--- config.mk ---
export PLATFORM = sky130hd
export DESIGN_NAME = multilevel_feedback_job_scheduler_unit
export DESIGN_NICKNAME = d
export VERILOG_FILES = /design/src/rtl/core/mfs_pkg.sv /design/src/rtl/core/mfs_cfg_regs.sv /design/src/rtl/core/mfs_slot_mem.sv /design/src/rtl/core/mfs_ctrl.sv /design/src/rtl/core/multilevel_feedback_job_scheduler_unit.sv
export VERILOG_INCLUDE_DIRS = /design/src /design/src/rtl/core
export SDC_FILE = /design/constraint.sdc
export NUM_CORES = 1
export LEC_CHECK = 0
export ABC_AREA = 1
export BUFFER_PORTS_ARGS = -buffer_cell sky130_fd_sc_hd__buf_2
export CAP_MARGIN = 20
export CORE_UTILIZATION = 28
export DETAILED_ROUTE_END_ITERATION = 10
export SETUP_SLACK_MARGIN = 0.15
export SLEW_MARGIN = 25
export SYNTH_ARGS = -nofsm -noshare
export SYNTH_HDL_FRONTEND = slang
export SYNTH_SLANG_ARGS = --single-unit
--- constraint.sdc ---
create_clock -name i_clk -period 8.7 [get_ports i_clk]
set_input_delay 0.87 -clock i_clk [delete_from_list [all_inputs] [get_ports i_clk]]
set_output_delay 0.87 -clock i_clk [all_outputs]
set_load 0.01 [all_outputs]
--- src/rtl/core/multilevel_feedback_job_scheduler_unit_defines.svh ---
// Assertion macros shared by the scheduler RTL.
// Depends on nothing; define SYNTH to compile the assertions away.
`ifndef MULTILEVEL_FEEDBACK_JOB_SCHEDULER_UNIT_DEFINES_SVH
`define MULTILEVEL_FEEDBACK_JOB_SCHEDULER_UNIT_DEFINES_SVH
`ifndef SYNTH
`define MFS_ASSERT(lbl, clk, rst_n, prop, msg) \
    lbl: assert property (@(posedge clk) disable iff (!rst_n) prop) else $error(msg);
`define MFS_ASSERT_ALWAYS(lbl, clk, prop, msg) \
    lbl: assert property (@(posedge clk) prop) else $error(msg);
`else
`define MFS_ASSERT(lbl, clk, rst_n, prop, msg)
`define MFS_ASSERT_ALWAYS(lbl, clk, prop, msg)
`endif
`endif

--- src/rtl/core/mfs_pkg.sv ---
// Shared types, codes and defaults of the feedback job scheduler.
// Used by every module of the block; depends on nothing.
`timescale 1ns / 1ps
package mfs_pkg;
    localparam int MAX_JOBS_DEF = 16;
    localparam int ID_WIDTH_DEF = 16;
    localparam int LVL_W        = 2;
    localparam int WAIT_W       = 8;
    localparam int CFG_W        = 8;
    localparam int ADDR_W       = 4;
    localparam int DATA_W       = 32;

    localparam logic [1:0] FN_TICK = 2'd0;
    localparam logic [1:0] FN_ENQ  = 2'd1;
    localparam logic [1:0] FN_DEQ  = 2'd2;
    localparam logic [1:0] FN_FIN  = 2'd3;

    localparam logic [1:0] ST_OK        = 2'd0;
    localparam logic [1:0] ST_FULL      = 2'd1;
    localparam logic [1:0] ST_NOT_FOUND = 2'd2;

    localparam logic [1:0] REG_PROMOTE    = 2'd0;
    localparam logic [1:0] REG_SLICE_HIGH = 2'd1;
    localparam logic [1:0] REG_SLICE_MID  = 2'd2;
    localparam logic [1:0] REG_SLICE_LOW  = 2'd3;

    localparam logic [CFG_W-1:0] PROMOTE_RST    = 8'd5;
    localparam logic [CFG_W-1:0] SLICE_HIGH_RST = 8'd1;
    localparam logic [CFG_W-1:0] SLICE_MID_RST  = 8'd2;
    localparam logic [CFG_W-1:0] SLICE_LOW_RST  = 8'd5;

    localparam logic signed [8:0] SLICE_IDLE = -9'sd2;

    typedef struct packed {
        logic [CFG_W-1:0] promote_wait;
        logic [CFG_W-1:0] slice_high;
        logic [CFG_W-1:0] slice_mid;
        logic [CFG_W-1:0] slice_low;
    } t_cfg;
endpackage

--- src/rtl/core/mfs_cfg_regs.sv ---
// Configuration register file behind the APB-style port.
// Depends on mfs_pkg.
`timescale 1ns / 1ps
module mfs_cfg_regs (
    input  logic                       i_clk,
    input  logic                       i_rst_n,
    input  logic                       psel,
    input  logic                       penable,
    input  logic                       pwrite,
    input  logic [mfs_pkg::ADDR_W-1:0] paddr,
    input  logic [mfs_pkg::DATA_W-1:0] pwdata,
    output logic [mfs_pkg::DATA_W-1:0] prdata,
    output logic                       pready,
    output mfs_pkg::t_cfg              o_cfg
);
    mfs_pkg::t_cfg r_cfg;
    logic [1:0] idx;

    assign idx    = paddr[mfs_pkg::ADDR_W-1:2];
    assign pready = 1'b1;
    assign o_cfg  = r_cfg;

    always_ff @(posedge i_clk) begin
        if (!i_rst_n) begin
            r_cfg.promote_wait <= mfs_pkg::PROMOTE_RST;
            r_cfg.slice_high   <= mfs_pkg::SLICE_HIGH_RST;
            r_cfg.slice_mid    <= mfs_pkg::SLICE_MID_RST;
            r_cfg.slice_low    <= mfs_pkg::SLICE_LOW_RST;
        end else if (psel && penable && pwrite) begin
            unique case (idx)
                mfs_pkg::REG_PROMOTE:    r_cfg.promote_wait <= pwdata[mfs_pkg::CFG_W-1:0];
                mfs_pkg::REG_SLICE_HIGH: r_cfg.slice_high   <= pwdata[mfs_pkg::CFG_W-1:0];
                mfs_pkg::REG_SLICE_MID:  r_cfg.slice_mid    <= pwdata[mfs_pkg::CFG_W-1:0];
                mfs_pkg::REG_SLICE_LOW:  r_cfg.slice_low    <= pwdata[mfs_pkg::CFG_W-1:0];
                default: ;
            endcase
        end
    end

    always_comb begin
        unique case (idx)
            mfs_pkg::REG_PROMOTE:    prdata = mfs_pkg::DATA_W'(r_cfg.promote_wait);
            mfs_pkg::REG_SLICE_HIGH: prdata = mfs_pkg::DATA_W'(r_cfg.slice_high);
            mfs_pkg::REG_SLICE_MID:  prdata = mfs_pkg::DATA_W'(r_cfg.slice_mid);
            mfs_pkg::REG_SLICE_LOW:  prdata = mfs_pkg::DATA_W'(r_cfg.slice_low);
            default:                 prdata = '0;
        endcase
    end
endmodule

--- src/rtl/core/mfs_slot_mem.sv ---
// Slot table storage: a record memory (id, level, wait) and a link memory.
// Both have one write port and one registered read port. Depends on mfs_pkg.
`timescale 1ns / 1ps
module mfs_slot_mem #(
    parameter int MAX_JOBS = mfs_pkg::MAX_JOBS_DEF,
    parameter int ID_WIDTH = mfs_pkg::ID_WIDTH_DEF
) (
    input  logic                                          i_clk,
    input  logic [$clog2(MAX_JOBS)-1:0]                   i_ra,
    input  logic                                          i_rec_we,
    input  logic [$clog2(MAX_JOBS)-1:0]                   i_rec_wa,
    input  logic [ID_WIDTH+mfs_pkg::LVL_W+mfs_pkg::WAIT_W-1:0] i_rec_wd,
    output logic [ID_WIDTH+mfs_pkg::LVL_W+mfs_pkg::WAIT_W-1:0] o_rec_rd,
    input  logic                                          i_link_we,
    input  logic [$clog2(MAX_JOBS)-1:0]                   i_link_wa,
    input  logic [$clog2(MAX_JOBS)-1:0]                   i_link_wd,
    output logic [$clog2(MAX_JOBS)-1:0]                   o_link_rd
);
    localparam int SW = $clog2(MAX_JOBS);
    localparam int RW = ID_WIDTH + mfs_pkg::LVL_W + mfs_pkg::WAIT_W;

    logic [RW-1:0] rec_mem  [MAX_JOBS];
    logic [SW-1:0] link_mem [MAX_JOBS];

    always_ff @(posedge i_clk) begin
        if (i_rec_we) begin
            rec_mem[i_rec_wa] <= i_rec_wd;
        end
        o_rec_rd <= rec_mem[i_ra];
    end

    always_ff @(posedge i_clk) begin
        if (i_link_we) begin
            link_mem[i_link_wa] <= i_link_wd;
        end
        o_link_rd <= link_mem[i_ra];
    end
endmodule

--- src/rtl/core/mfs_ctrl.sv ---
// Scheduler sequencer: walks the linked queues in the slot memory for aging,
// enqueue, dequeue and slice end, and holds the result register. Depends on mfs_pkg.
`timescale 1ns / 1ps
module mfs_ctrl #(
    parameter int MAX_JOBS = mfs_pkg::MAX_JOBS_DEF,
    parameter int ID_WIDTH = mfs_pkg::ID_WIDTH_DEF
) (
    input  logic                    i_clk,
    input  logic                    i_rst_n,
    input  mfs_pkg::t_cfg           i_cfg,
    input  logic                    i_valid,
    output logic                    o_ready,
    input  logic [1:0]              i_func,
    input  logic [1:0]              i_priority_req,
    input  logic [ID_WIDTH-1:0]     i_job_id,
    output logic                    o_valid,
    input  logic                    i_ready,
    output logic                    o_running_valid,
    output logic [ID_WIDTH-1:0]     o_running_job,
    output logic [1:0]              o_running_level,
    output logic                    o_started,
    output logic                    o_stopped_valid,
    output logic [ID_WIDTH-1:0]     o_stopped_job,
    output logic                    o_killed,
    output logic [ID_WIDTH-1:0]     o_new_job_id,
    output logic [1:0]              o_status,
    output logic [$clog2(MAX_JOBS)-1:0] o_ra,
    output logic                    o_rec_we,
    output logic [$clog2(MAX_JOBS)-1:0] o_rec_wa,
    output logic [ID_WIDTH+mfs_pkg::LVL_W+mfs_pkg::WAIT_W-1:0] o_rec_wd,
    input  logic [ID_WIDTH+mfs_pkg::LVL_W+mfs_pkg::WAIT_W-1:0] i_rec_rd,
    output logic                    o_link_we,
    output logic [$clog2(MAX_JOBS)-1:0] o_link_wa,
    output logic [$clog2(MAX_JOBS)-1:0] o_link_wd,
    input  logic [$clog2(MAX_JOBS)-1:0] i_link_rd
);
    localparam int SW = $clog2(MAX_JOBS);
    localparam int WW = mfs_pkg::WAIT_W;

    localparam logic [3:0] S_IDLE      = 4'd0;
    localparam logic [3:0] S_AGE_NEXT  = 4'd1;
    localparam logic [3:0] S_AGE_RD    = 4'd2;
    localparam logic [3:0] S_AGE_WB    = 4'd3;
    localparam logic [3:0] S_OP        = 4'd4;
    localparam logic [3:0] S_ENQ_SCAN  = 4'd5;
    localparam logic [3:0] S_ENQ_ALLOC = 4'd6;
    localparam logic [3:0] S_DQ_NEXT   = 4'd7;
    localparam logic [3:0] S_DQ_RD     = 4'd8;
    localparam logic [3:0] S_DQ_WB     = 4'd9;
    localparam logic [3:0] S_SLICE     = 4'd10;
    localparam logic [3:0] S_POP_RD    = 4'd11;
    localparam logic [3:0] S_POP_WB    = 4'd12;
    localparam logic [3:0] S_SW        = 4'd13;
    localparam logic [3:0] S_SW2       = 4'd14;
    localparam logic [3:0] S_DONE      = 4'd15;

    // Control state (reset).
    logic [3:0]          r_state, n_state;
    logic [MAX_JOBS-1:0] r_used, n_used;
    logic [2:0]          r_hvld, n_hvld;
    logic                r_run_vld, n_run_vld;
    logic                r_run_done, n_run_done;
    logic [1:0]          r_run_level, n_run_level;
    logic signed [8:0]   r_cnt, n_cnt;
    logic                r_busy, n_busy;
    logic [ID_WIDTH-1:0] r_idc, n_idc;
    logic                r_ovld, n_ovld;

    // Working and payload registers.
    logic [SW-1:0]       r_head [3];
    logic [SW-1:0]       n_head [3];
    logic [SW-1:0]       r_tail [3];
    logic [SW-1:0]       n_tail [3];
    logic [1:0]          r_func, n_func;
    logic [1:0]          r_lvl, n_lvl;
    logic [ID_WIDTH-1:0] r_jid, n_jid;
    logic [SW-1:0]       r_cur, n_cur;
    logic [1:0]          r_q, n_q;
    logic                r_kany, n_kany;
    logic [SW-1:0]       r_khead, n_khead;
    logic [SW-1:0]       r_ktail, n_ktail;
    logic                r_prev_any, n_prev_any;
    logic [SW-1:0]       r_prev, n_prev;
    logic [SW-1:0]       r_scan, n_scan;
    logic [SW-1:0]       r_run_slot, n_run_slot;
    logic [ID_WIDTH-1:0] r_run_id, n_run_id;
    logic [1:0]          r_run_slvl, n_run_slvl;
    logic [SW-1:0]       r_nxt, n_nxt;
    logic [ID_WIDTH-1:0] r_nxt_id, n_nxt_id;
    logic [1:0]          r_nxt_lvl, n_nxt_lvl;
    logic                r_from_slice, n_from_slice;
    logic                r_started, n_started;
    logic                r_stopped, n_stopped;
    logic [ID_WIDTH-1:0] r_stop_id, n_stop_id;
    logic                r_killed, n_killed;
    logic [ID_WIDTH-1:0] r_new_id, n_new_id;
    logic [1:0]          r_status, n_status;
    logic                r_o_rv, n_o_rv;
    logic [ID_WIDTH-1:0] r_o_rj, n_o_rj;
    logic [1:0]          r_o_rl, n_o_rl;
    logic                r_o_st, n_o_st;
    logic                r_o_sv, n_o_sv;
    logic [ID_WIDTH-1:0] r_o_sj, n_o_sj;
    logic                r_o_k, n_o_k;
    logic [ID_WIDTH-1:0] r_o_nid, n_o_nid;
    logic [1:0]          r_o_stat, n_o_stat;

    logic [ID_WIDTH-1:0] rd_id;
    logic [1:0]          rd_lvl;
    logic [WW-1:0]       rd_wait;

    assign rd_id   = i_rec_rd[ID_WIDTH+mfs_pkg::LVL_W+WW-1 -: ID_WIDTH];
    assign rd_lvl  = i_rec_rd[WW+mfs_pkg::LVL_W-1 -: mfs_pkg::LVL_W];
    assign rd_wait = i_rec_rd[WW-1:0];

    assign o_ready         = (r_state == S_IDLE);
    assign o_valid         = r_ovld;
    assign o_running_valid = r_o_rv;
    assign o_running_job   = r_o_rj;
    assign o_running_level = r_o_rl;
    assign o_started       = r_o_st;
    assign o_stopped_valid = r_o_sv;
    assign o_stopped_job   = r_o_sj;
    assign o_killed        = r_o_k;
    assign o_new_job_id    = r_o_nid;
    assign o_status        = r_o_stat;
    assign o_ra            = r_cur;

    always_comb begin
        logic [WW-1:0]       w_inc;
        logic                k_any;
        logic [SW-1:0]       k_head;
        logic [SW-1:0]       k_tail;
        logic                do_push;
        logic [1:0]          pq;
        logic [SW-1:0]       ps;
        logic signed [8:0]   cnt_inc;
        logic [7:0]          lim;
        logic                lim_ok;
        logic [ID_WIDTH-1:0] id_next;
        logic [1:0]          dlv;

        n_state = r_state;   n_used = r_used;   n_hvld = r_hvld;
        n_run_vld = r_run_vld;  n_run_done = r_run_done;  n_run_level = r_run_level;
        n_cnt = r_cnt;  n_busy = r_busy;  n_idc = r_idc;
        n_ovld = r_ovld && !i_ready;
        n_head = r_head;  n_tail = r_tail;
        n_func = r_func;  n_lvl = r_lvl;  n_jid = r_jid;
        n_cur = r_cur;  n_q = r_q;
        n_kany = r_kany;  n_khead = r_khead;  n_ktail = r_ktail;
        n_prev_any = r_prev_any;  n_prev = r_prev;  n_scan = r_scan;
        n_run_slot = r_run_slot;  n_run_id = r_run_id;  n_run_slvl = r_run_slvl;
        n_nxt = r_nxt;  n_nxt_id = r_nxt_id;  n_nxt_lvl = r_nxt_lvl;
        n_from_slice = r_from_slice;
        n_started = r_started;  n_stopped = r_stopped;  n_stop_id = r_stop_id;
        n_killed = r_killed;  n_new_id = r_new_id;  n_status = r_status;
        n_o_rv = r_o_rv;  n_o_rj = r_o_rj;  n_o_rl = r_o_rl;  n_o_st = r_o_st;
        n_o_sv = r_o_sv;  n_o_sj = r_o_sj;  n_o_k = r_o_k;  n_o_nid = r_o_nid;
        n_o_stat = r_o_stat;

        o_rec_we = 1'b0;  o_rec_wa = r_cur;  o_rec_wd = i_rec_rd;
        o_link_we = 1'b0;  o_link_wa = r_ktail;  o_link_wd = r_cur;

        w_inc   = (rd_wait == {WW{1'b1}}) ? rd_wait : rd_wait + 1'b1;
        k_any   = r_kany;
        k_head  = r_khead;
        k_tail  = r_ktail;
        do_push = 1'b0;
        pq      = 2'd0;
        ps      = r_cur;
        cnt_inc = ((r_cnt >= -9'sd1) && (r_cnt < 9'sd255)) ? r_cnt + 9'sd1 : r_cnt;
        lim     = i_cfg.slice_low;
        lim_ok  = 1'b1;
        id_next = r_idc + 1'b1;
        if (id_next == '0) begin
            id_next = {{(ID_WIDTH-1){1'b0}}, 1'b1};
        end
        dlv = (r_run_slvl == 2'd3) ? 2'd2 : 2'd1;

        unique case (r_state)
            S_IDLE: begin
                if (i_valid) begin
                    n_func    = i_func;
                    n_lvl     = (i_priority_req == 2'd0) ? 2'd1 : i_priority_req;
                    n_jid     = i_job_id;
                    n_started = 1'b0;  n_stopped = 1'b0;  n_stop_id = '0;
                    n_killed  = 1'b0;  n_new_id = '0;  n_status = mfs_pkg::ST_OK;
                    if (i_func == mfs_pkg::FN_FIN) begin
                        if (r_run_vld) begin
                            n_run_done = 1'b1;
                        end
                        n_state = S_DONE;
                    end else begin
                        n_q     = 2'd2;
                        n_state = S_AGE_NEXT;
                    end
                end
            end
            S_AGE_NEXT: begin
                if (r_hvld[r_q]) begin
                    n_cur   = r_head[r_q];
                    n_kany  = 1'b0;
                    n_state = S_AGE_RD;
                end else if (r_q == 2'd0) begin
                    n_state = S_OP;
                end else begin
                    n_q = r_q - 2'd1;
                end
            end
            S_AGE_RD: n_state = S_AGE_WB;
            S_AGE_WB: begin
                o_rec_we = 1'b1;
                o_rec_wd = {rd_id, rd_lvl, w_inc};
                if (r_q != 2'd2) begin
                    if (w_inc >= i_cfg.promote_wait) begin
                        // Promoted to the tail of the next level up.
                        o_rec_wd = {rd_id, r_q + 2'd2, {WW{1'b0}}};
                        do_push  = 1'b1;
                        pq       = r_q + 2'd1;
                    end else begin
                        if (r_kany) begin
                            o_link_we = 1'b1;
                            o_link_wa = r_ktail;
                            o_link_wd = r_cur;
                        end else begin
                            k_head = r_cur;
                        end
                        k_any  = 1'b1;
                        k_tail = r_cur;
                    end
                end
                n_kany = k_any;  n_khead = k_head;  n_ktail = k_tail;
                if (r_cur == r_tail[r_q]) begin
                    if (r_q != 2'd2) begin
                        n_hvld[r_q] = k_any;
                        n_head[r_q] = k_head;
                        n_tail[r_q] = k_tail;
                    end
                    if (r_q == 2'd0) begin
                        n_state = S_OP;
                    end else begin
                        n_q     = r_q - 2'd1;
                        n_state = S_AGE_NEXT;
                    end
                end else begin
                    n_cur   = i_link_rd;
                    n_state = S_AGE_RD;
                end
            end
            S_OP: begin
                case (r_func)
                    mfs_pkg::FN_ENQ: begin
                        n_scan  = '0;
                        n_state = S_ENQ_SCAN;
                    end
                    mfs_pkg::FN_DEQ: begin
                        if (r_run_vld && r_run_id == r_jid) begin
                            n_used[r_run_slot] = 1'b0;
                            n_run_vld  = 1'b0;
                            n_run_done = 1'b0;
                            n_killed   = 1'b1;
                            n_state    = S_SLICE;
                        end else begin
                            n_q     = 2'd2;
                            n_state = S_DQ_NEXT;
                        end
                    end
                    default: n_state = S_SLICE;
                endcase
            end
            S_ENQ_SCAN: begin
                if (!r_used[r_scan]) begin
                    n_nxt   = r_scan;
                    n_state = S_ENQ_ALLOC;
                end else if (r_scan == SW'(MAX_JOBS - 1)) begin
                    n_status = mfs_pkg::ST_FULL;
                    n_state  = S_SLICE;
                end else begin
                    n_scan = r_scan + 1'b1;
                end
            end
            S_ENQ_ALLOC: begin
                n_idc           = id_next;
                n_new_id        = id_next;
                n_used[r_nxt]   = 1'b1;
                o_rec_we        = 1'b1;
                o_rec_wa        = r_nxt;
                o_rec_wd        = {id_next, r_lvl, {WW{1'b0}}};
                if (r_lvl > r_run_level) begin
                    // Preempts: the new job never enters its queue.
                    n_nxt_id     = id_next;
                    n_nxt_lvl    = r_lvl;
                    n_from_slice = 1'b0;
                    n_state      = S_SW;
                end else begin
                    do_push = 1'b1;
                    pq      = r_lvl - 2'd1;
                    ps      = r_nxt;
                    n_state = S_SLICE;
                end
            end
            S_DQ_NEXT: begin
                if (r_hvld[r_q]) begin
                    n_cur      = r_head[r_q];
                    n_prev_any = 1'b0;
                    n_state    = S_DQ_RD;
                end else if (r_q == 2'd0) begin
                    n_status = mfs_pkg::ST_NOT_FOUND;
                    n_state  = S_SLICE;
                end else begin
                    n_q = r_q - 2'd1;
                end
            end
            S_DQ_RD: n_state = S_DQ_WB;
            S_DQ_WB: begin
                if (rd_id == r_jid) begin
                    n_used[r_cur] = 1'b0;
                    if (!r_prev_any) begin
                        if (r_cur == r_tail[r_q]) begin
                            n_hvld[r_q] = 1'b0;
                        end else begin
                            n_head[r_q] = i_link_rd;
                        end
                    end else begin
                        o_link_we = 1'b1;
                        o_link_wa = r_prev;
                        o_link_wd = i_link_rd;
                        if (r_cur == r_tail[r_q]) begin
                            n_tail[r_q] = r_prev;
                        end
                    end
                    n_state = S_SLICE;
                end else if (r_cur == r_tail[r_q]) begin
                    if (r_q == 2'd0) begin
                        n_status = mfs_pkg::ST_NOT_FOUND;
                        n_state  = S_SLICE;
                    end else begin
                        n_q     = r_q - 2'd1;
                        n_state = S_DQ_NEXT;
                    end
                end else begin
                    n_prev_any = 1'b1;
                    n_prev     = r_cur;
                    n_cur      = i_link_rd;
                    n_state    = S_DQ_RD;
                end
            end
            S_SLICE: begin
                n_cnt   = cnt_inc;
                n_state = S_DONE;
                case (r_run_level)
                    2'd3:    lim = i_cfg.slice_high;
                    2'd2:    lim = i_cfg.slice_mid;
                    2'd1:    lim = i_cfg.slice_low;
                    default: lim_ok = 1'b0;
                endcase
                if (r_busy && cnt_inc > 9'sd0 && lim_ok && cnt_inc[7:0] >= lim) begin
                    if (r_hvld != 3'b000) begin
                        n_q          = r_hvld[2] ? 2'd2 : (r_hvld[1] ? 2'd1 : 2'd0);
                        n_cur        = r_head[n_q];
                        n_from_slice = 1'b1;
                        n_state      = S_POP_RD;
                    end else if (r_run_vld && !r_run_done) begin
                        // Nothing waiting: the running job starts a fresh slice.
                        n_cnt = 9'sd0;
                    end else begin
                        if (r_run_vld) begin
                            n_used[r_run_slot] = 1'b0;
                        end
                        n_run_vld   = 1'b0;
                        n_run_done  = 1'b0;
                        n_cnt       = mfs_pkg::SLICE_IDLE;
                        n_busy      = 1'b0;
                        n_run_level = 2'd0;
                    end
                end
            end
            S_POP_RD: n_state = S_POP_WB;
            S_POP_WB: begin
                if (r_cur == r_tail[r_q]) begin
                    n_hvld[r_q] = 1'b0;
                end else begin
                    n_head[r_q] = i_link_rd;
                end
                n_nxt     = r_cur;
                n_nxt_id  = rd_id;
                n_nxt_lvl = rd_lvl;
                n_state   = S_SW;
            end
            S_SW: begin
                n_cnt  = -9'sd1;
                n_busy = 1'b1;
                if (r_run_vld && r_run_done) begin
                    n_used[r_run_slot] = 1'b0;
                end else if (r_run_vld) begin
                    // The paused job drops one level, no lower than level 1, and waits afresh.
                    n_stopped = 1'b1;
                    n_stop_id = r_run_id;
                    o_rec_we  = 1'b1;
                    o_rec_wa  = r_run_slot;
                    o_rec_wd  = {r_run_id, dlv, {WW{1'b0}}};
                    do_push   = 1'b1;
                    pq        = dlv - 2'd1;
                    ps        = r_run_slot;
                end
                n_state = S_SW2;
            end
            S_SW2: begin
                o_rec_we    = 1'b1;
                o_rec_wa    = r_nxt;
                o_rec_wd    = {r_nxt_id, r_nxt_lvl, {WW{1'b0}}};
                n_run_slot  = r_nxt;
                n_run_vld   = 1'b1;
                n_run_done  = 1'b0;
                n_run_id    = r_nxt_id;
                n_run_slvl  = r_nxt_lvl;
                n_run_level = r_nxt_lvl;
                n_started   = 1'b1;
                n_state     = r_from_slice ? S_DONE : S_SLICE;
            end
            S_DONE: begin
                if (!r_ovld || i_ready) begin
                    n_ovld   = 1'b1;
                    n_o_rv   = r_run_vld;
                    n_o_rj   = r_run_vld ? r_run_id : '0;
                    n_o_rl   = r_run_level;
                    n_o_st   = r_started;
                    n_o_sv   = r_stopped;
                    n_o_sj   = r_stop_id;
                    n_o_k    = r_killed;
                    n_o_nid  = r_new_id;
                    n_o_stat = r_status;
                    n_state  = S_IDLE;
                end
            end
            default: n_state = S_IDLE;
        endcase

        if (do_push) begin
            if (r_hvld[pq]) begin
                o_link_we = 1'b1;
                o_link_wa = r_tail[pq];
                o_link_wd = ps;
            end else begin
                n_hvld[pq] = 1'b1;
                n_head[pq] = ps;
            end
            n_tail[pq] = ps;
        end
    end

    always_ff @(posedge i_clk) begin
        if (!i_rst_n) begin
            r_state     <= S_IDLE;
            r_used      <= '0;
            r_hvld      <= '0;
            r_run_vld   <= 1'b0;
            r_run_done  <= 1'b0;
            r_run_level <= 2'd0;
            r_cnt       <= mfs_pkg::SLICE_IDLE;
            r_busy      <= 1'b0;
            r_idc       <= '0;
            r_ovld      <= 1'b0;
        end else begin
            r_state     <= n_state;
            r_used      <= n_used;
            r_hvld      <= n_hvld;
            r_run_vld   <= n_run_vld;
            r_run_done  <= n_run_done;
            r_run_level <= n_run_level;
            r_cnt       <= n_cnt;
            r_busy      <= n_busy;
            r_idc       <= n_idc;
            r_ovld      <= n_ovld;
        end
    end

    always_ff @(posedge i_clk) begin
        r_head <= n_head;  r_tail <= n_tail;
        r_func <= n_func;  r_lvl <= n_lvl;  r_jid <= n_jid;
        r_cur <= n_cur;  r_q <= n_q;
        r_kany <= n_kany;  r_khead <= n_khead;  r_ktail <= n_ktail;
        r_prev_any <= n_prev_any;  r_prev <= n_prev;  r_scan <= n_scan;
        r_run_slot <= n_run_slot;  r_run_id <= n_run_id;  r_run_slvl <= n_run_slvl;
        r_nxt <= n_nxt;  r_nxt_id <= n_nxt_id;  r_nxt_lvl <= n_nxt_lvl;
        r_from_slice <= n_from_slice;
        r_started <= n_started;  r_stopped <= n_stopped;  r_stop_id <= n_stop_id;
        r_killed <= n_killed;  r_new_id <= n_new_id;  r_status <= n_status;
        r_o_rv <= n_o_rv;  r_o_rj <= n_o_rj;  r_o_rl <= n_o_rl;  r_o_st <= n_o_st;
        r_o_sv <= n_o_sv;  r_o_sj <= n_o_sj;  r_o_k <= n_o_k;  r_o_nid <= n_o_nid;
        r_o_stat <= n_o_stat;
    end
endmodule

--- src/rtl/core/multilevel_feedback_job_scheduler_unit.sv ---
// Top level of the three-level feedback job scheduler.
// Depends on mfs_pkg, mfs_cfg_regs, mfs_slot_mem, mfs_ctrl and the defines header.
//
//  Port group   Direction  Handshake         Payload
//  input item   in         i_valid/o_ready   i_func, i_priority_req, i_job_id
//  result item  out        o_valid/i_ready   o_running_* .. o_status
//  config       in/out     psel/penable      paddr, pwdata, prdata (pready tied high)
//
// One item is worked on at a time. A finish item goes straight to the result; any
// other item first ages every queued job, then does an enqueue slot search or a
// dequeue search where it asks for one, and then the slice check with a possible
// switch. Each visited job takes a read state and a writeback state, as the slot memory read is registered.
// Reset is synchronous and needs no clearing pass. A result waiting in the output
// register does not block the next item; only the final handoff waits for it.
`timescale 1ns / 1ps
`include "multilevel_feedback_job_scheduler_unit_defines.svh"
module multilevel_feedback_job_scheduler_unit #(
    parameter int MAX_JOBS = mfs_pkg::MAX_JOBS_DEF,
    parameter int ID_WIDTH = mfs_pkg::ID_WIDTH_DEF
) (
    input  logic                       i_clk,
    input  logic                       i_rst_n,
    input  logic                       i_valid,
    output logic                       o_ready,
    input  logic [1:0]                 i_func,
    input  logic [1:0]                 i_priority_req,
    input  logic [ID_WIDTH-1:0]        i_job_id,
    output logic                       o_valid,
    input  logic                       i_ready,
    output logic                       o_running_valid,
    output logic [ID_WIDTH-1:0]        o_running_job,
    output logic [1:0]                 o_running_level,
    output logic                       o_started,
    output logic                       o_stopped_valid,
    output logic [ID_WIDTH-1:0]        o_stopped_job,
    output logic                       o_killed,
    output logic [ID_WIDTH-1:0]        o_new_job_id,
    output logic [1:0]                 o_status,
    input  logic                       psel,
    input  logic                       penable,
    input  logic                       pwrite,
    input  logic [mfs_pkg::ADDR_W-1:0] paddr,
    input  logic [mfs_pkg::DATA_W-1:0] pwdata,
    output logic [mfs_pkg::DATA_W-1:0] prdata,
    output logic                       pready
);
    localparam int SW = $clog2(MAX_JOBS);
    localparam int RW = ID_WIDTH + mfs_pkg::LVL_W + mfs_pkg::WAIT_W;

    mfs_pkg::t_cfg cfg;
    logic [SW-1:0] ra;
    logic          rec_we;
    logic [SW-1:0] rec_wa;
    logic [RW-1:0] rec_wd;
    logic [RW-1:0] rec_rd;
    logic          link_we;
    logic [SW-1:0] link_wa;
    logic [SW-1:0] link_wd;
    logic [SW-1:0] link_rd;

    mfs_cfg_regs u_cfg (
        .i_clk   (i_clk),
        .i_rst_n (i_rst_n),
        .psel    (psel),
        .penable (penable),
        .pwrite  (pwrite),
        .paddr   (paddr),
        .pwdata  (pwdata),
        .prdata  (prdata),
        .pready  (pready),
        .o_cfg   (cfg)
    );

    mfs_slot_mem #(.MAX_JOBS(MAX_JOBS), .ID_WIDTH(ID_WIDTH)) u_mem (
        .i_clk     (i_clk),
        .i_ra      (ra),
        .i_rec_we  (rec_we),
        .i_rec_wa  (rec_wa),
        .i_rec_wd  (rec_wd),
        .o_rec_rd  (rec_rd),
        .i_link_we (link_we),
        .i_link_wa (link_wa),
        .i_link_wd (link_wd),
        .o_link_rd (link_rd)
    );

    mfs_ctrl #(.MAX_JOBS(MAX_JOBS), .ID_WIDTH(ID_WIDTH)) u_ctrl (
        .i_clk           (i_clk),
        .i_rst_n         (i_rst_n),
        .i_cfg           (cfg),
        .i_valid         (i_valid),
        .o_ready         (o_ready),
        .i_func          (i_func),
        .i_priority_req  (i_priority_req),
        .i_job_id        (i_job_id),
        .o_valid         (o_valid),
        .i_ready         (i_ready),
        .o_running_valid (o_running_valid),
        .o_running_job   (o_running_job),
        .o_running_level (o_running_level),
        .o_started       (o_started),
        .o_stopped_valid (o_stopped_valid),
        .o_stopped_job   (o_stopped_job),
        .o_killed        (o_killed),
        .o_new_job_id    (o_new_job_id),
        .o_status        (o_status),
        .o_ra            (ra),
        .o_rec_we        (rec_we),
        .o_rec_wa        (rec_wa),
        .o_rec_wd        (rec_wd),
        .i_rec_rd        (rec_rd),
        .o_link_we       (link_we),
        .o_link_wa       (link_wa),
        .o_link_wd       (link_wd),
        .i_link_rd       (link_rd)
    );

    // An accepted item always makes the block busy, so o_ready drops once the item is taken.
    `MFS_ASSERT(a_busy_after_accept, i_clk, i_rst_n, i_valid && o_ready |=> !o_ready, "ready right after accept")
    // A job that was started in a step is still running at the end of it.
    `MFS_ASSERT(a_started_runs, i_clk, i_rst_n, o_valid && o_started |-> o_running_valid, "started but idle")
    // A failed request never hands out an identifier.
    `MFS_ASSERT(a_fail_no_id, i_clk, i_rst_n, o_valid && o_status != mfs_pkg::ST_OK |-> o_new_job_id == '0, "id on failed request")
    // An idle processor reports no running job.
    `MFS_ASSERT(a_idle_zero, i_clk, i_rst_n, o_valid && !o_running_valid |-> o_running_job == '0, "job id while idle")
endmodule

## Word-level counts from Yosys, hierarchy flattened

Memories as Yosys holds them, arrays and structs flattened. A register that Yosys moved wholly into a read port is not among the register bits.
Index checks and enable logic that the tools add are counted.

- Output and inout port bits: 91
- Flip-flop bits (word level): 292
- Memories kept: 2
- Logic and storage cells: 474
- Input bits: 63
- Memory bits (writable): 480

Memory list:

| name | words | bits a word | rd ports | clocked after memory_dff | write ports | RTL line | source |
|---|---|---|---|---|---|---|---|
| u_mem.rec_mem | 16 | 26 | 1 | 1 | 1 | mfs_slot_mem.sv:22 | `logic [RW-1:0] rec_mem [MAX_JOBS];` |
| u_mem.link_mem | 16 | 4 | 1 | 1 | 1 | mfs_slot_mem.sv:23 | `logic [SW-1:0] link_mem [MAX_JOBS];` |

- Reduce and logical (&&, ||, !) cells: 75
- Magnitude comparators: 22
- Add/sub/neg operators: 9
- Mux-type cells: 235
- Equal/unequal tests: 65
- Bitwise logic cells: 13

Operators with widths:

| kind | count |
|---|---|
| $mux W4 | 53 |
| $mux W16 | 13 |
| $mux W12 | 13 |
| $pmux W32 S4 | 1 |
| $pmux W26 S4 | 1 |
| $pmux W16 S2 | 3 |
| $pmux W16 S5 | 1 |
| $bwmux W12 | 6 |
| $pmux W4 S16 | 1 |
| $mux W2 | 28 |
| $mux W26 | 2 |
| $mux W1 | 50 |
| $pmux W4 S2 | 5 |
| $eq A4 B4 Y1 const B | 9 |
| $mux W3 | 12 |
| $mux W9 | 4 |
| $ne A2 B1 Y1 const B | 18 |
| $pmux W12 S3 | 1 |
| $and A16 B16 Y16 | 2 |
| $bmux W4 S2 | 4 |
| $eq A16 B16 Y1 | 2 |
| $not A16 Y16 | 2 |
| $ne A2 B2 Y1 const B | 14 |
| $reduce_and A4 Y1 | 7 |
| other kinds (72) | 167 |

## Logic depth before layout (Yosys ltp)

Gate-level depths: netlist of run 1.

- Word-level depth: 14
- Depth in mapped cells: 27
- Depth with buffers taken out: 27

## Cells and area by module

A second synthesis of run 1 with hierarchy kept.

- Cells, all modules: 4149
- Area total of the unflattened synthesis: 37900.1 µm²

Modules (own cells, without submodules):

| module | area an instance (µm²) | times used | cells an instance | sequential area each (µm²) |
|---|---|---|---|---|
| mfs_slot_mem | 21388.0 | 1 | 2019 | 15014.4 |
| mfs_ctrl | 14776.7 | 1 | 1872 | 7026.7 |
| mfs_cfg_regs | 1735.4 | 1 | 258 | 640.6 |

## Worst setup path before layout of run 1

OpenSTA, ideal clock, no wires.

- Path type: register to register
- Start: reg u_mem.o_rec_rd[0] in the netlist's numbering (read register of u_mem.rec_mem)
- End: mem u_mem.link_mem[0][0] in the netlist's numbering (data pin)
- Path slack: 4685 ps
- Stages on the path, launching flop included: 23
- Library setup time: 330 ps
- Data required time: 8370 ps
- Arrival: 3685 ps
- Period minus slack after synthesis: 4015 ps
- Path buffers: 1
- Cells stage by stage: dfxtp_1 > ha_1 > nand2_1 > nor3_1 > nand3_1 > inv_1 > nor4_1 > nand2_1 > xor2_1 > ha_1 > a21oi_1 > o21a_1 > and2_1 > nand2_1 > nand4_1 > nand2_1 > inv_2 > nor2_1 > nand2_1 > nand2_2 > nand2_2 > buf_4 > o21ai_0

- Longest elaborated chain between the ends: 10
- Elaborated cells on any way between the ends: 14
- Those cells by class: add/sub (1); order compare (1); eq/ne (1); mux (11)

Ends and longest elaborated chain:

| what | RTL line | source |
|---|---|---|
| start, declared | mfs_slot_mem.sv:13 | `output logic [ID_WIDTH+mfs_pkg::LVL_W+mfs_pkg::WAIT_W-1:0] o_rec_rd,` |
| $add A8 B1 Y8 / $eq A8 B8 Y1 (equally long branches) | mfs_ctrl.sv:164 | `w_inc = (rd_wait == {WW{1'b1}}) ? rd_wait : rd_wait + 1'b1;` |
| $mux W8 (*) | mfs_ctrl.sv:164 |  |
| $ge A8 B8 Y1 (*) | mfs_ctrl.sv:215 | `if (w_inc >= i_cfg.promote_wait) begin` |
| $mux W2 | mfs_ctrl.sv:215 |  |
| $mux W2 | mfs_ctrl.sv:214 | `if (r_q != 2'd2) begin` |
| $pmux W2 S3 | mfs_ctrl.sv:180 | `unique case (r_state)` |
| $bmux W1 S2 | mfs_ctrl.sv:440 | `if (r_hvld[pq]) begin` |
| $mux W1 (not written as such) | mfs_ctrl.sv:440 |  |
| $mux W4 | mfs_ctrl.sv:440 |  |
| $mux W4 (*) | mfs_ctrl.sv:439 | `if (do_push) begin` |
| via link_wd[0] | multilevel_feedback_job_scheduler_unit.sv:58 | `logic [SW-1:0] link_wd;` |
| end, declared | mfs_slot_mem.sv:23 |  |

Mark *: on every way through the listed nets, which the timed path passes. The rest lies on a longest branch. The select of a mux whose other input is x is not followed.

## Worst setup path after layout of run 1

- Start: reg u_mem.o_rec_rd[1] in the netlist's numbering (read register of u_mem.rec_mem)
- End: mem u_mem.link_mem[4][3] in the netlist's numbering (enable)

- Longest elaborated chain between the ends: 12
- Elaborated cells on any way between the ends: 25
- Those cells by class: add/sub (1); order compare (1); eq/ne (1); mux (21); bitwise (1)

Ends and longest elaborated chain:

| what | RTL line |
|---|---|
| $add A8 B1 Y8 / $eq A8 B8 Y1 (equally long branches) | mfs_ctrl.sv:164 |
| $mux W8 (*) | mfs_ctrl.sv:164 |
| $ge A8 B8 Y1 (*) | mfs_ctrl.sv:215 |
| $mux W2 | mfs_ctrl.sv:215 |
| $mux W2 | mfs_ctrl.sv:214 |
| $pmux W2 S3 | mfs_ctrl.sv:180 |
| $bmux W1 S2 / $not A2 Y3 (equally long branches) | mfs_ctrl.sv:440, mfs_ctrl.sv:442 |
| $mux W1 (not written as such) / $bmux W4 S2 (equally long branches) | mfs_ctrl.sv:440, mfs_ctrl.sv:442 |
| $mux W1 / $mux W4 (equally long branches) | mfs_ctrl.sv:440, mfs_ctrl.sv:442 |
| $mux W1 / $mux W4 (equally long branches) | mfs_ctrl.sv:439, mfs_ctrl.sv:442 |
| $mux W1 / $mux W4 (equally long branches) | mfs_slot_mem.sv:33, mfs_ctrl.sv:440 |
| $mux W1 (not written as such) / $mux W4 (equally long branches) | mfs_slot_mem.sv:34, mfs_ctrl.sv:439 |

Mark *: on every way between the ends. The rest lies on a longest branch, timed or not. The select of a mux whose other input is x is not followed.

==> flow_summary.yaml, run 1 <==
status:
  status: "finished clean"
synth:
  yosysWarnings: 0
  synth_top_flop_cell: "edfxtp_1"
  yosysTopAreaCell: "edfxtp_1"
  syn_area_um2: 34400
  synthCells: 3073
  ys_top_cells_by_count: "edfxtp_1 (662), nand2_1 (431), inv_1 (295), nor2_1 (250), a21oi_1 (246)"
  synth_edf_count: 662
  netlist-cell-type-count: 59
  synth.most_common_cell: "edfxtp_1"
  postSynthAreaPerCell_um2: 11.2
  yosys-top-cells-area: "edfxtp_1 (58%), dfxtp_1 (8.1%), a22oi_1 (5.3%)"
  ys_ff_latch: 802
  synth-seq-area-share: 0.659
  synth_top_area_frac: 0.578
  synthArstFlopShare: 0
layout:
  areaGrowthSynthToFinish_pct: 16.2
  multi_input_area_um2: 10200
  layout.nets: 3291
  diodes: 0
  fillers: 12200
  layout-drive-gt1-share: 0.120
  seqCellArea_um2: 22700
setup_path:
  end_kind: "register"
  timing.rr.end: "u_mem.link_mem[4][3]$_DFFE_PP_"
  critPathCapture: "u_mem.link_mem[4][3]$_DFFE_PP_"
  crit_fanout: 15
  crit_type: "register to register"
  timing.rr.start: "u_mem.o_rec_rd[1]$_DFF_P_"
  worstSetupStartpoint: "u_mem.o_rec_rd[1]$_DFF_P_"
  cp_data_arrival_time_ns: 5.48
  critPathRequiredTime_ns: 8.99
  critPathLaunchType: "register"
  cpMostUsedCell: "nand2_1"
  reg2regPathDepth: 22
  worst_path_max_delay_cell: "nor2_1"
  slowest_delay_ns: 0.57
  rrSetupSlack_ns: 3.51
  cp_cell_sequence: "ha_1, nand2_1, nor3_1, nand3_1, inv_1, nor4_1, nand2_1, xor2_1, ha_1, a21oi_1, o21a_1, and2_1, nand2_1, nand4_1, nand2_2, nor2_1, nand2_1, nand2_2, nand2_2, nand3_1, nand3_1, nor2_1"
timing:
  setup_viol: 0
  maxSlewHeadroom: 0.307
  tns_ns: 0
  rsz0062_at_grt: "false"
  min_period_over_period: 0.596
  finalHoldWorstSlack_ns: 0.407
  finalHoldViolations: 0
  skew_ns: 0.0412
  tightest_slew_ns: 1.04
  setup_ws_ns: 3.51
  fin_crit_ns: 5.19
  clock.fmax_ghz: 0.193
  maxSlewViolCount: 0
global_routing:
  gr-usage-all-layers: 0.155
  grt_antenna_before_repair: 0
  grt_pass1_wl_um: 147000
  grt.met3_usage: 0.0245
  top_usage_layer: "met2"
  first_global_vias: 23300
  grt_overflow_total: 0
  grt_max_degree: 82
  met1_usage: 0.212
  use_met2: 0.251
clock_tree:
  cts_made_buffers: 82
  cts_root_buf: "clkbuf_16"
  clk_pin_slew_ns: 0.06
  post_cts_buffers: 0
  ctsHoldBuffers: 0
  tritoncts: "built"
  cts-htree-levels: 3
  clockBufferDepth: 3
  insertion_delay_ns: 0.65
  cts_resized: 0
  clock_sinks: 802
die:
  core_um2: 122000
  die_w_um: 353
  io_pins: 154
  floorplan.initialDensity: 0.282
  num_rows: 128
  die-area_um2: 124000
  die_y_um: 353
detailed_routing:
  vias: 24500
  route.detailed.drc: 0
  viasPerCell: 5.01
  post_drt_wl_per_cell_um: 20.3
  drt_wl_total_um: 99500
  ant_nets: 0
  dr.pass1.iters: 6
  drtIter0Drc: 2767
placed_design:
  dpl.hpwl_um: 63300
  preCtsSetupSlack_ns: 3.56
  portBuffers: 102
  globalplace.congestion: 0.921
flow_run:
  maxCapViolCount: 0
power_and_ir_drop:
  cellPowerDensity_nw_per_um2: 319
  p_leak_nw: 14.1
  ir_drop_uv: 254
worst_hold_path:
  hold_depth: 1
  hp-class: "input port to register"
-- worst min path at each step --
| stage | to | slack [ns] | from |
|---|---|---|---|
| floorplan | u_ctrl.o_killed$_DFFE_PP_ | 0.40 | u_ctrl.r_killed$_DFFE_PP_ |
| global placement | u_ctrl.o_new_job_id[13]$_DFFE_PP_ | 0.40 | u_ctrl.r_new_id[13]$_SDFFCE_PN0P_ |
| detailed placement | u_ctrl.o_new_job_id[10]$_DFFE_PP_ | 0.40 | u_ctrl.r_new_id[10]$_SDFFCE_PN0P_ |
| CTS | u_ctrl.r_jid[14]$_DFFE_PP_ | 0.37 | i_job_id[14] |
| global route | u_ctrl.r_jid[14]$_DFFE_PP_ | 0.38 | i_job_id[14] |
| finish | u_ctrl.r_jid[11]$_DFFE_PP_ | 0.41 | i_job_id[11] |
-- state kept, by name, summed over array words and instances (netlist names), 26 cells and up --
| name | count |
|---|---|
| u_mem.rec_mem | 416 |
| u_mem.link_mem | 64 |
| u_cfg.o_cfg | 32 |
| u_mem.o_rec_rd | 26 |
-- critical path: cells and delay by family (launching register included) --
family,cells,cell delay (ns)
buf+inv,1,0.14
xor+xnor,1,0.21
simple gates,16,3.35
fa+ha+maj,2,0.46
flops,1,0.34
compound gates,2,0.32
-- cell type report --
type | count | area share
inverters | 312 | 0.0294
clock inverters | 47 | 0.0166
well taps | 1625 | 0.0509
clock buffers | 107 | 0.0560
flip-flops and latches | 802 | 0.567
repair buffers | 165 | 0.0250
multi-input cells | 1837 | 0.255
-- layout by cell type, fill, tap and decap left out, types with 24 or more instances in the layout --
cell type  instances
a21oi_1          245
a22oi_1          245
buf_2            102
buf_4             61
clkbuf_16         84
conb_1            25
dfxtp_1          140
edfxtp_1         662
ha_1              28
inv_1            295
nand2_1          430
nand3_1           91
nand4_1           25
nor2_1           227
o211ai_1          24
o21ai_0          198
or4_1             30
xor2_1            26
-- layer usage --
layer	routed length (µm)	part of all wire
met3	7130	0.072
met2	46700	0.47
met1	42900	0.43
met4	2700	0.027
met5	0	0
-- stage by stage --
stage               instances  utilization  total power [mW]  area (µm²)
floorplan                3096            -              7.48       34500
global placement         4739        0.304              8.91       37000
detailed placement       4741        0.304              8.97       37100
CTS                      4895        0.328              12.7       40000
global route             4895        0.328              13.3       40000
finish                   4895        0.328              12.7       40000
-- power by group --
group          leakage [nW]  total [mW]  switching (mW)  internal, mW
clock network          1.41        3.78            1.53          2.25
registers              7.17        5.31           0.314          4.99
logic                  5.49        3.66            2.67         0.988
total                  14.1        12.7            4.52          8.23
-- cell families after synthesis --
logic type               after synthesis  synth area share
other                                  2          0.000218
AND/OR/NAND/NOR                      905             0.114
AO/OA/AOI/OAI                        839             0.153
flip-flops                           802             0.659
adder cells (fa/ha/maj)               28            0.0102
buffers and inverters                457            0.0534
XOR/XNOR                              40            0.0102
(Power assumes the default switching activity.)
==> run 2, diff against run 1 <==
- clock period: 8.7 -> 4.5 ns (I/O delays scaled with it)
==> run 2 against run 1 <==
  * Wire length rose by 0.66%
  * Via count is 1.3% higher
  * Global-route usage up 0.13 points
  * Critical path depth up 1
  * Non-clock buffer count rose by 67
  * Largest cell class unchanged
  * Highest routed layer unchanged
  * Count of clock-buffer cells in the layout rose by 10
  * Total power grew 94%
  * Setup slack worse by 3.1 ns
  * Register-to-register slack lost 3.1 ns
  * Sequential power rose by 92%
==> flow_summary.yaml, run 2 (synthesis results as in run 1) <==
status:
  status: "finished clean"
clock_tree:
  cts-htree-levels: 3
  cts_root_buf: "clkbuf_16"
  post_cts_buffers: 0
  clk_pin_slew_ns: 0.06
  insertion_delay_ns: 0.66
  tritoncts: "built"
  clock_sinks: 802
  cts_made_buffers: 86
  clockBufferDepth: 3
timing:
  tightest_slew_ns: 0.979
  setup_viol: 0
  min_period_over_period: 0.902
  rsz0062_at_grt: "true"
  tns_ns: 0
  maxSlewViolCount: 0
  finalHoldViolations: 0
  skew_ns: 0.0399
  clock.fmax_ghz: 0.246
  maxSlewHeadroom: 0.346
  fin_crit_ns: 4.06
detailed_routing:
  post_drt_wl_per_cell_um: 20.1
  vias: 24800
  ant_nets: 0
  drtIter0Drc: 2473
  dr.pass1.iters: 5
  route.detailed.drc: 0
  viasPerCell: 5.00
  drt_wl_total_um: 100000
placed_design:
  globalplace.congestion: 0.912
  dpl.hpwl_um: 65700
  dpl_cell_area_um2: 37500
  portBuffers: 102
setup_path:
  end_kind: "register"
  crit_fanout: 9
  timing.rr.start: "u_ctrl.r_cnt[1]$_SDFFE_PN1P_"
  cp_data_arrival_time_ns: 4.39
  critPathRequiredTime_ns: 4.83
  critPathLaunchType: "register"
  worstSetupStartpoint: "u_ctrl.r_cnt[1]$_SDFFE_PN1P_"
  crit_type: "register to register"
layout:
  seqCellArea_um2: 22700
  areaGrowthSynthToFinish_pct: 18.6
  regMostFlops: "u_mem.rec_mem"
  fin_area_um2: 40800
  multi_input_area_um2: 10400
  mostFrequentLayoutCells: "edfxtp_1 (662), nand2_1 (424), inv_1 (295)"
  layout-drive-gt1-share: 0.141
  layout.nets: 3362
  largest_reg_flops: 416
  fillers: 12100
  final_common_cell: "edfxtp_1"
worst_hold_path:
  hp-class: "input port to register"
  min_from: "pwdata[1]"
die:
  num_rows: 128
  floorplan.initialDensity: 0.282
  die_y_um: 353
  io_pins: 154
  die_w_um: 353
  die-area_um2: 124000
  core_um2: 122000
global_routing:
  met1_usage: 0.218
  grt.met3_usage: 0.0241
  grt_antenna_before_repair: 1
  grt_overflow_total: 0
  gr-usage-all-layers: 0.156
  first_global_vias: 23200
  grt_pass1_wl_um: 149000
  grt_max_degree: 124
  use_met2: 0.251
  top_usage_layer: "met2"
power_and_ir_drop:
  ir_drop_uv: 504
  cellPowerDensity_nw_per_um2: 606
  p_leak_nw: 14.4
flow_run:
  maxCapViolCount: 0
==> run 2: cell count changes in the layout (fill, tap and decap cells not counted), sizes merged <==
cell,before,now
buf,165,213
dlygate4sd3,0,19
clkbuf,107,117
bufinv,14,6
inv,310,313
clkinv,33,35
clkinvlp,2,3
diode,0,1
==> run 2: final cells by class <==
type,instances,share of cell area
clock inverters,45,0.0117
clock buffers,117,0.0585
well taps,1625,0.0498
diodes,1,0.0000613
flip-flops and latches,802,0.556
multi-input cells,1837,0.254
inverters,312,0.0288
repair buffers,232,0.0411
==> run 2: repair_timing <==
item | 4_1_cts | 5_1_grt
setup endpoints to repair | 0 | 80
endpoints found under the hold margin | 19 | 0
hold buffers | 19 | 0
resized for setup | 0 | 54
==> run 2: routing by layer <==
layer / share of wire / vias up
li1: - / 11500
met1: 0.44 / 12300
met2: 0.47 / 910
met3: 0.065 / 133
met4: 0.022 / 0
met5: 0 / -
==> run 2: final timing paths <==
check,to,slack (ns),cells after the start
max reg2reg,u_ctrl.r_q[1]$_DFFE_PP_,0.44,23
max,u_ctrl.r_q[1]$_DFFE_PP_,0.44,23
min reg2reg,u_ctrl.o_stopped_job[4]$_DFFE_PP_,0.42,0
min,u_cfg.o_cfg[9]$_SDFFE_PN1P_,0.10,3
==> run 2: power by group <==
part           switching, mW  total [mW]  internal (mW)
sequential             0.512        10.2           9.65
clock                   3.00        7.11           4.12
combinational           5.37        7.47           2.10
==> run 2: worst max-delay path, stage by stage, from the launching register on <==
cell,delay (ns)
dfxtp_1,0.40
ha_2,0.24
nand3_2,0.14
nor2_4,0.19
ha_1,0.33
nor2_2,0.18
nand2_4,0.12
nand2_4,0.12
nand2_1,0.07
nand2_1,0.09
inv_1,0.08
ha_1,0.30
nand2_1,0.07
nor2_1,0.14
nand4_1,0.10
o2111ai_1,0.15
o211ai_1,0.13
nor2_1,0.18
nand2_2,0.11
nand2_4,0.12
nand2_1,0.12
inv_1,0.09
nand3_1,0.11
a21oi_2,0.16
==> run 2: per-stage QoR <==
stage / setup WS [ns] / total power [mW] / std cells / utilization / hold WS [ns]
finish: 0.442 / 24.7 / 4971 / 0.335 / 0.101
global route: 0.120 / 25.8 / 4970 / 0.335 / 0.0966
CTS: 0.157 / 24.7 / 4969 / 0.333 / 0.0655
detailed placement: 0.166 / 17.6 / 4788 / 0.308 / 0.406
global placement: 0.184 / 17.5 / 4786 / 0.307 / 0.401
floorplan: 0.485 / 14.5 / 3096 / - / 0.400
==> run 3, diff against run 2 <==
- PLACE_DENSITY: unset -> 0.47
==> run 3 against run 2 <==
  * Sequential power about the same
  * Critical endpoint is now u_mem.link_mem[2][1]$_DFFE_PP_
  * Clock power grew 5.8%
  * Cell count up 0.12%
==> flow_summary.yaml, run 3 (synthesis results as in run 1) <==
global_routing:
  grt_overflow_total: 0
  grt_antenna_before_repair: 3
  grt_max_degree: 69
  grt_pass1_wl_um: 156000
  first_global_vias: 23800
  gr-usage-all-layers: 0.166
layout:
  regMostFlops: "u_mem.rec_mem"
  layout.nets: 3369
  fillers: 12200
  fin_area_um2: 41000
  seqCellArea_um2: 22700
  layout-drive-gt1-share: 0.143
  areaGrowthSynthToFinish_pct: 19.1
  multi_input_area_um2: 10300
  largest_reg_flops: 416
  mostFrequentLayoutCells: "edfxtp_1 (662), nand2_1 (425), inv_1 (290)"
  final_common_cell: "edfxtp_1"
timing:
  min_period_over_period: 0.890
  tns_ns: 0
  skew_ns: 0.0393
  rsz0062_at_grt: "false"
  fin_crit_ns: 4.01
  setup_viol: 0
  clock.fmax_ghz: 0.250
  finalHoldViolations: 0
  maxSlewViolCount: 0
  finalHoldWorstSlack_ns: 0.0398
  setup_ws_ns: 0.494
  tightest_slew_ns: 1.07
  maxSlewHeadroom: 0.284
setup_path:
  reg2regPathDepth: 24
  critPathLaunchType: "register"
  cp.depth: 24
  worst_path_max_delay_cell: "dfxtp_1"
  crit_family: "simple AND/OR/NAND/NOR gates"
  cp_cell_sequence: "ha_1, nand2_1, nor3_4, nand3_1, inv_1, nor4_2, nand2_1, xor2_1, ha_1, a21oi_1, o21a_1, and2_1, nand2_1, nand4_1, nand2_2, inv_2, nor2_1, nand2_1, nand2_4, nand2_2, nand3_2, nand3_2, nor2_1, buf_4"
  slowest_delay_ns: 0.32
  critPathRequiredTime_ns: 4.86
  cpMostUsedCell: "nand2_1"
  end_kind: "register"
  cp_data_arrival_time_ns: 4.37
  crit_fanout: 9
  crit_type: "register to register"
  crit_buf_inv: 3
die:
  die_y_um: 353
  num_rows: 128
  io_pins: 154
  die-area_um2: 124000
  die_w_um: 353
  core_um2: 122000
  floorplan.initialDensity: 0.282
placed_design:
  preCtsSetupSlack_ns: 0.250
  portBuffers: 102
  globalplace.congestion: 0.901
  dpl_cell_area_um2: 37600
  dpl.hpwl_um: 71100
clock_tree:
  tritoncts: "built"
  clk_pin_slew_ns: 0.06
  cts_root_buf: "clkbuf_16"
  cts-htree-levels: 3
  clock_sinks: 802
  cts_made_buffers: 89
  clockBufferDepth: 3
  post_cts_buffers: 0
  insertion_delay_ns: 0.68
worst_hold_path:
  hp-class: "input port to register"
  hold_depth: 3
power_and_ir_drop:
  ir_drop_uv: 347
  power_mw: 25.3
  p_leak_nw: 14.5
  cellPowerDensity_nw_per_um2: 618
flow_run:
  maxCapViolCount: 0
detailed_routing:
  drtIter0Drc: 2133
  vias: 24500
  post_drt_wl_per_cell_um: 21.2
  dr.pass1.iters: 7
  viasPerCell: 4.93
  ant_nets: 0
  drt_wl_total_um: 106000
  route.detailed.drc: 0
status:
  status: "finished clean"
[run 3: report_power, final]
part	total [mW]	switching [mW]	internal [mW]
registers	10.2	0.573	9.65
clock network	7.52	3.05	4.47
logic	7.59	5.47	2.12
[run 3: stage by stage]
| step | utilization | cells |
|---|---|---|
| global route | 0.336 | 4976 |
| finish | 0.336 | 4977 |
| detailed placement | 0.308 | 4793 |
| global placement | 0.308 | 4793 |
| CTS | 0.335 | 4976 |
| floorplan | - | 3096 |
[run 3: path summary, 6_finish.rpt]
kind	start	to	slack (ns)
max	u_mem.o_rec_rd[0]$_DFF_P_	u_mem.link_mem[2][1]$_DFFE_PP_	0.49
min	i_priority_req[0]	u_ctrl.r_lvl[0]$_SDFFCE_PN1P_	0.04
min reg2reg	u_ctrl.r_new_id[10]$_SDFFCE_PN0P_	u_ctrl.o_new_job_id[10]$_DFFE_PP_	0.41
max reg2reg	u_mem.o_rec_rd[0]$_DFF_P_	u_mem.link_mem[2][1]$_DFFE_PP_	0.49
[run 3: worst min-delay path: cells and delay by family]
kind / cells / cell delay, ns
buffers and inverters: 2 / 0.11
and+or+nand+nor: 1 / 0.05
[run 3: final cells by class]
class / instances / share of cell area
antenna: 1 / 0.0000611
clock buffer: 115 / 0.0594
clock inverter: 49 / 0.0145
inverter: 312 / 0.0286
multi-input combinational: 1837 / 0.252
sequential: 802 / 0.553
tap: 1625 / 0.0496
timing repair buffer: 236 / 0.0421
[run 3: metal layers]
layer,vias to the layer above,GRT usage,part of all wire
met2,723,0.266,0.47
met4,0,0.0494,0.024
li1,11500,-,-
met5,-,0,0
met3,146,0.0232,0.052
met1,12100,0.231,0.46
[run 3: timing repair]
item	CTS	global route
endpoints found under the hold margin	19	0
gates resized for setup	0	52
endpoints found under the setup margin	0	159
hold buffers	19	0
